--- config.mk ---
export PLATFORM = sky130hd
export DESIGN_NAME = crh_cell
export DESIGN_NICKNAME = d
export VERILOG_FILES = /design/src/rtl/crh_pkg.sv /design/src/rtl/crh_cell.sv
export SDC_FILE = /design/constraint.sdc
export NUM_CORES = 1
export LEC_CHECK = 0
export BUFFER_PORTS_ARGS = -buffer_cell sky130_fd_sc_hd__buf_4
export CAP_MARGIN = 20
export CORE_MARGIN = 3
export CORE_UTILIZATION = 50
export CTS_CLUSTER_SIZE = 12
export DETAILED_ROUTE_END_ITERATION = 6
export PLACE_DENSITY = 0.8
export SKIP_CTS_REPAIR_TIMING = 1
export SLEW_MARGIN = 20
export SYNTH_ARGS = -nofsm -noshare
export SYNTH_HDL_FRONTEND = slang
export SYNTH_SLANG_ARGS = --single-unit
--- constraint.sdc ---
create_clock -name clk -period 2.65 [get_ports clk]
set_input_delay 0.3975 -clock clk [delete_from_list [all_inputs] [get_ports clk]]
set_output_delay 0.3975 -clock clk [all_outputs]
set_load 0.005 [all_outputs]
--- src/rtl/crh_pkg.sv ---
// shared types and constants for the channel rate histogram
package crh_pkg;

  localparam int unsigned DATA_W = 32;
  localparam logic [DATA_W-1:0] COUNT_MAX = '1;

  localparam logic CMD_EVENT = 1'b0;
  localparam logic CMD_TICK  = 1'b1;

  localparam logic STATUS_REPORT = 1'b0;
  localparam logic STATUS_REJECT = 1'b1;

  typedef struct packed {
    logic              command;
    logic [DATA_W-1:0] channel_code;
    logic [DATA_W-1:0] time_seconds;
  } in_item_t;

  typedef struct packed {
    logic              status;
    logic [DATA_W-1:0] channel;
    logic [DATA_W-1:0] count;
    logic [DATA_W-1:0] timestamp;
    logic              first_report;
    logic              last;
  } out_item_t;

  // contents of one channel cell
  typedef struct packed {
    logic [DATA_W-1:0] count;
    logic              seen;
  } cell_data_t;

  typedef enum logic [2:0] {
    ST_IDLE  = 3'b001,
    ST_SWEEP = 3'b010,
    ST_FLUSH = 3'b100
  } state_t;

endpackage

--- src/rtl/crh_cell.sv ---
// one channel cell: saturating counter and seen flag, shifts towards the head
module crh_cell import crh_pkg::*; (
  input  logic       clk,
  input  logic       rst_n,
  input  logic       shift_en,
  input  cell_data_t shift_in,
  input  logic       inc,
  output cell_data_t data_r
);

  cell_data_t data_nxt;

  always_comb begin
    data_nxt = data_r;
    if (shift_en) begin
      data_nxt = shift_in;
    end else if (inc && (data_r.count != COUNT_MAX)) begin
      data_nxt.count = data_r.count + DATA_W'(1);
    end
  end

  always_ff @(posedge clk) begin
    if (!rst_n) begin
      data_r <= '0;
    end else begin
      data_r <= data_nxt;
    end
  end

endmodule

Word-level counts from Yosys, hierarchy flattened
Cells that the tools add are included.
{ "word_totals": {"reg_bits": 33, "latch_bits": 0, "ram_bits": 0, "romBits": 0, "in_bits": 37, "mem_count": 0} }
{ "classes": {"add_sub_neg": 1, "multipliers": 0, "div": 0, "magnitude_cmp": 0, "n_eq_ne": 1, "shifts": 0, "n_mux": 2, "n_bitwise": 0, "reduce_logical": 2} }
{ "ops": {"columns": ["operator", "n"], "rows": [
  ["2-to-1 mux 32 bit", 2],
  ["adder 32 x 1 -> 32 bit, second input constant", 1],
  ["inequality test 32 bit, second input constant", 1],
  ["nonzero test 2 bit", 1],
  ["logical AND 1 bit", 1]
]} }

Depth between registers and ports, before layout
{ "depth": {"ltp_word": 4, "depth_mapped": 7} }

Worst setup path before layout
No wires, ideal clock.
{ "synth_path": {"path_type": "register -> register", "start": "register data_r[1] in the netlist's numbering", "end": "register data_r[17] in the netlist's numbering", "setup_ps": 116, "t_arrival_ps": 1903, "path_slack_ps": 631, "stages_incl_launch_ff": 8, "synth_period_minus_slack_ps": 2019, "path_cell_list": "dfxtp_1 -> ha_1 -> nand3_2 -> nor4_4 -> buf_2 -> nand3_1 -> xnor2_1 -> o211a_1"} }
{ "synth_via": {"elab_chain_cells": 3} }
{ "synth_lines": {"columns": ["element", "line_no", "rtl"], "rows": [
  ["start: declaration", "crh_cell.sv:8", "output cell_data_t data_r"],
  ["start signal: assignment", "crh_cell.sv:26", "data_r <= data_nxt;"],
  ["adder 32 x 1 -> 32 bit or inequality test 32 bit (tied branches)", "crh_cell.sv:18, crh_cell.sv:17", null],
  ["2-to-1 mux 32 bit or logical AND 1 bit (tied branches)", "crh_cell.sv:17", "end else if (inc && (data_r.count != COUNT_MAX)) begin"],
  ["2-to-1 mux 32 bit or nonzero test 2 bit (tied branches)", null, null]
]} }
Several ways; a longest one is shown, not always the timed one. The select of a mux whose other input is x is not followed.
A chain may end at the register's enable or synchronous reset.

Worst setup path after layout
{ "layout_path": {"start": "register data_r[20] in the netlist's numbering", "end": "register data_r[1] in the netlist's numbering"} }
{ "layout_via": {"elab_chain_cells": 3} }
{ "layout_lines": {"columns": ["element", "line_no"], "rows": [
  ["inequality test 32 bit", "crh_cell.sv:17"],
  ["logical AND 1 bit", "crh_cell.sv:17"],
  ["nonzero test 2 bit (no line)", null]
]} }
No other way between the ends.

==> Implementation_results.wiki <==
{| class="wikitable"
! Metric !! Value
|-
| Total die area || 4936 um2
|-
| Max-slew headroom || about 70%
|-
| Via count of the first global-routing pass || approximately 2000
|-
| Unrepaired setup endpoints after global routing || false
|-
| Setup skew after layout || roughly 0.0045 ns
|-
| Mapped Avg Cell Area || roughly 8.2 um2
|-
| Vias per cell || 6.069
|-
| Horizontal die dimension || roughly 70 um
|-
| Worst-path cell chain || nand4_1 -> or4_1 -> o21ai_2 -> xnor2_1 -> o211a_1
|-
| Max capacitance violation total || 0
|-
| Post-route DRC || 0
|-
| Synthesized instance count || around 250
|-
| Areal power density over the cells || around 430 nW/um2
|-
| Maximum operating frequency || about 0.45 GHz
|-
| Aggregate global-route resource usage || between 20% and 30%
|-
| Total area of multi-input combinational cells || approximately 1300 um2
|-
| Final setup fails || 0
|-
| Combined area of all synthesized cells || around 2100 um2
|-
| Worst skew pair latency || 0.29 ns
|-
| Flip-flop and latch area || 660.6 um2
|-
| Lkg Pwr || approximately 1 nW
|-
| Synthesis-to-layout area growth || 30.36%
|-
| Result of the run || completed
|-
| Worst Tran Pin Value || about 0.44 ns
|-
| Antenna viol nets, final || 0
|-
| WL met3 || around 490 um
|-
| Crit path time final || around 2.2 ns
|-
| Count of unique library cells instantiated by Yosys || 46
|-
| Total Nets Final || 352
|-
| Yosys warning count || 0
|-
| Count of vias placed by the detailed router || roughly 2200
|-
| Post-synthesis net count || between 200 and 300
|-
| Post-Route WL || about 5700 um
|-
| Number of H-tree levels || 2
|-
| Critical Path Sink Type || register
|-
| Wire length of the first global-routing pass || between 9000 and 10000 um
|-
| Critical path type || reg2reg
|-
| Number of buffers inserted during clock tree synthesis || 5
|-
| Registers with the most flip-flops || data_r: 33 flops
|-
| Arrival time of data at the critical path endpoint || 2.40 ns
|-
| Global placement routability congestion || around 0.94
|-
| Number of fill cells in the layout || roughly 330
|-
| Final slew viol count || 0
|-
| Number of iterations in the first detailed-routing pass || 4
|-
| Most flop-heavy register || data_r
|-
| Worst hold path type || in2reg
|-
| Sum of internal, switching and leakage power || between 1 and 1.5 mW
|-
| Highest metal layer used by the detailed router || met4
|-
| Top flip-flop cell by instance count after synthesis || sky130_fd_sc_hd__dfxtp_1
|-
| Std-Cell Rows || 22
|-
| Worst endpoint required time || around 2.8 ns
|-
| Number of design-rule violations left by the first detailed-router iteration || between 100 and 150
|-
| Clk buf depth || 2
|-
| Post-Route M1 WL || around 2600 um
|-
| Clock Pin Slew Worst Setup and Hold Paths || roughly 0.070 ns
|-
| Count of flip-flops with a built-in enable after synthesis || 0
|-
| Sinks on Clock Net || 33
|-
| Remaining global-route overflow || 0
|-
| Met2 wire len || approximately 2500 um
|-
| TritonCTS clock tree || done
|-
| Fraction of synthesis flops using an asynchronous set or reset pin || 0%
|-
| Largest net degree at the start of global routing || 35
|-
| Maximum fanout along the worst path || 8
|-
| Final period util || 83.70%
|-
| Max incr delay on CP || 0.75 ns
|-
| Clk root buf || sky130_fd_sc_hd__clkbuf_8
|-
| Area of the core || 3826 um2
|-
| Number of flip-flops in the largest register || 33
|-
| Effective utilization at floorplan || 53.96%
|-
| Hold violation count in the final report || 0
|-
| Fraction of the yosys area taken by sequential cells || about a third
|-
| Vertical extent of the die || roughly 70 um
|-
| Slowest CP cell || sky130_fd_sc_hd__or4_1
|-
| Io pins || 70
|-
| Share of post-route cells with drive strength above 1 || just over 30%
|-
| Antenna cell count || 0
|-
| Total negative slack || 0 ns
|-
| Critical path startpoint category || register
|-
| Post-detailed-placement half-perimeter wirelength || approximately 4200 um
|-
| Number of buffers added on ports || just under 70
|-
| Number of storage elements in the synthesis netlist || 33
|-
| Largest vdd supply drop || between 0.0003 and 0.0004 V
|-
| Routed wire per std cell || ~16 um
|-
| Number of antenna violations at the first check in global routing || 0
|}
## critical path: cells and delay by family, from the launching register on
family,cells,cell delay (ns)
xor+xnor,1,0.12
compound gates,2,0.55
flops,1,0.46
simple gates,2,0.99
## cells in the final DEF (no fill, tap or decap), types with 2 or more instances in the layout
master | netlist | routed
sky130_fd_sc_hd__a2111oi_2 | 2 | 2
sky130_fd_sc_hd__a211oi_1 | 11 | 11
sky130_fd_sc_hd__a21oi_1 | 26 | 26
sky130_fd_sc_hd__a31oi_1 | 5 | 5
sky130_fd_sc_hd__and3_1 | 6 | 6
sky130_fd_sc_hd__and4_1 | 3 | 3
sky130_fd_sc_hd__buf_4 | 1 | 75
sky130_fd_sc_hd__clkbuf_8 | 0 | 5
sky130_fd_sc_hd__clkinv_2 | 0 | 2
sky130_fd_sc_hd__dfxtp_1 | 33 | 33
sky130_fd_sc_hd__inv_1 | 2 | 2
sky130_fd_sc_hd__nand2_1 | 12 | 12
sky130_fd_sc_hd__nand2b_1 | 2 | 2
sky130_fd_sc_hd__nand3_1 | 10 | 10
sky130_fd_sc_hd__nand4_1 | 20 | 20
sky130_fd_sc_hd__nor2_1 | 7 | 7
sky130_fd_sc_hd__nor3_1 | 2 | 2
sky130_fd_sc_hd__o211a_1 | 2 | 2
sky130_fd_sc_hd__o21ai_0 | 28 | 28
sky130_fd_sc_hd__o31ai_1 | 4 | 4
sky130_fd_sc_hd__or4_1 | 10 | 10
sky130_fd_sc_hd__xnor2_1 | 21 | 21
sky130_fd_sc_hd__xor2_1 | 2 | 2
## cells by family after synthesis
family                   after synthesis  share of synthesized area (%)
AND/OR/NAND/NOR                       84                          26.06
flip-flops                            33                          32.00
XOR/XNOR                              23                          9.758
multiplexers                           2                          1.030
AO/OA/AOI/OAI                         86                          25.88
adder cells (fa/ha/maj)                1                         0.6060
buffers and inverters                 23                          4.667
## Yosys cell counts, drive strengths merged, types with 2 or more instances
| master | instances | area [um2] |
|---|---|---|
| nor4 | 3 | 33.78 |
| dfxtp | 33 | 660.6 |
| and4 | 4 | 37.54 |
| a2111oi | 2 | 30.03 |
| nand3 | 11 | 60.06 |
| a211oi | 11 | 82.58 |
| clkbuf | 14 | 52.55 |
| nand4 | 22 | 158.9 |
| o31ai | 4 | 30.03 |
| a31oi | 5 | 31.28 |
| o211a | 2 | 20.02 |
| nand2b | 2 | 12.51 |
| nor3 | 2 | 10.01 |
| inv | 3 | 11.26 |
| or4 | 10 | 75.07 |
| nand2 | 12 | 45.04 |
| and3 | 7 | 45.05 |
| xnor2 | 21 | 183.9 |
| a21oi | 26 | 130.1 |
| xor2 | 2 | 17.52 |
| buf | 6 | 32.53 |
| o21ai | 29 | 148.9 |
| nor2 | 7 | 26.28 |
## through the flow
stage	area, um2	util, %	cells	setup slack (ns)	hold WS [ns]
finish	2691	70.34	363	0.4319	0.3711
global route	2691	70.34	363	0.2971	0.3761
CTS	2691	70.34	363	0.4518	0.3631
detailed placement	2609	68.18	355	0.4710	0.5080
global placement	2609	68.18	355	0.5143	0.5004
floorplan	2064	-	252	0.6311	0.4983
## path summary, 6_finish.rpt
| kind | from | endpoint | slack, ns | cells past startpoint |
|---|---|---|---|---|
| hold / removal | shift_in[29] | data_r[29]$_SDFFE_PN0P_ | 0.37 | 2 |
| setup / recovery | data_r[20]$_SDFFE_PN0P_ | data_r[1]$_SDFFE_PN0P_ | 0.43 | 5 |
| setup reg to reg | data_r[20]$_SDFFE_PN0P_ | data_r[1]$_SDFFE_PN0P_ | 0.43 | 5 |
| hold reg to reg | data_r[0]$_SDFFE_PN0P_ | data_r[0]$_SDFFE_PN0P_ | 0.52 | 2 |
## where the power goes
group | switching, mW | internal, mW
logic | 0.0810 | 0.119
registers | 0.0585 | 0.532
clock network | 0.186 | 0.182
total | 0.326 | 0.833
## per-layer routing
metal,GRT usage [%],up-vias
met2,35.34,91
met1,31.46,1011
li1,-,1092
met4,8.085,0
met3,7.050,9
met5,0,-
## area by class of cell
class,count,area share (%)
Multi-Input combinational cell,196,48.81
Sequential cell,33,24.55
Timing Repair Buffer,75,20.92
Clock buffer,6,2.696
Tap cell,48,2.232
Inverter,3,0.4184
Clock inverter,2,0.3719
Note: power is estimated with default switching activity, not from simulation.
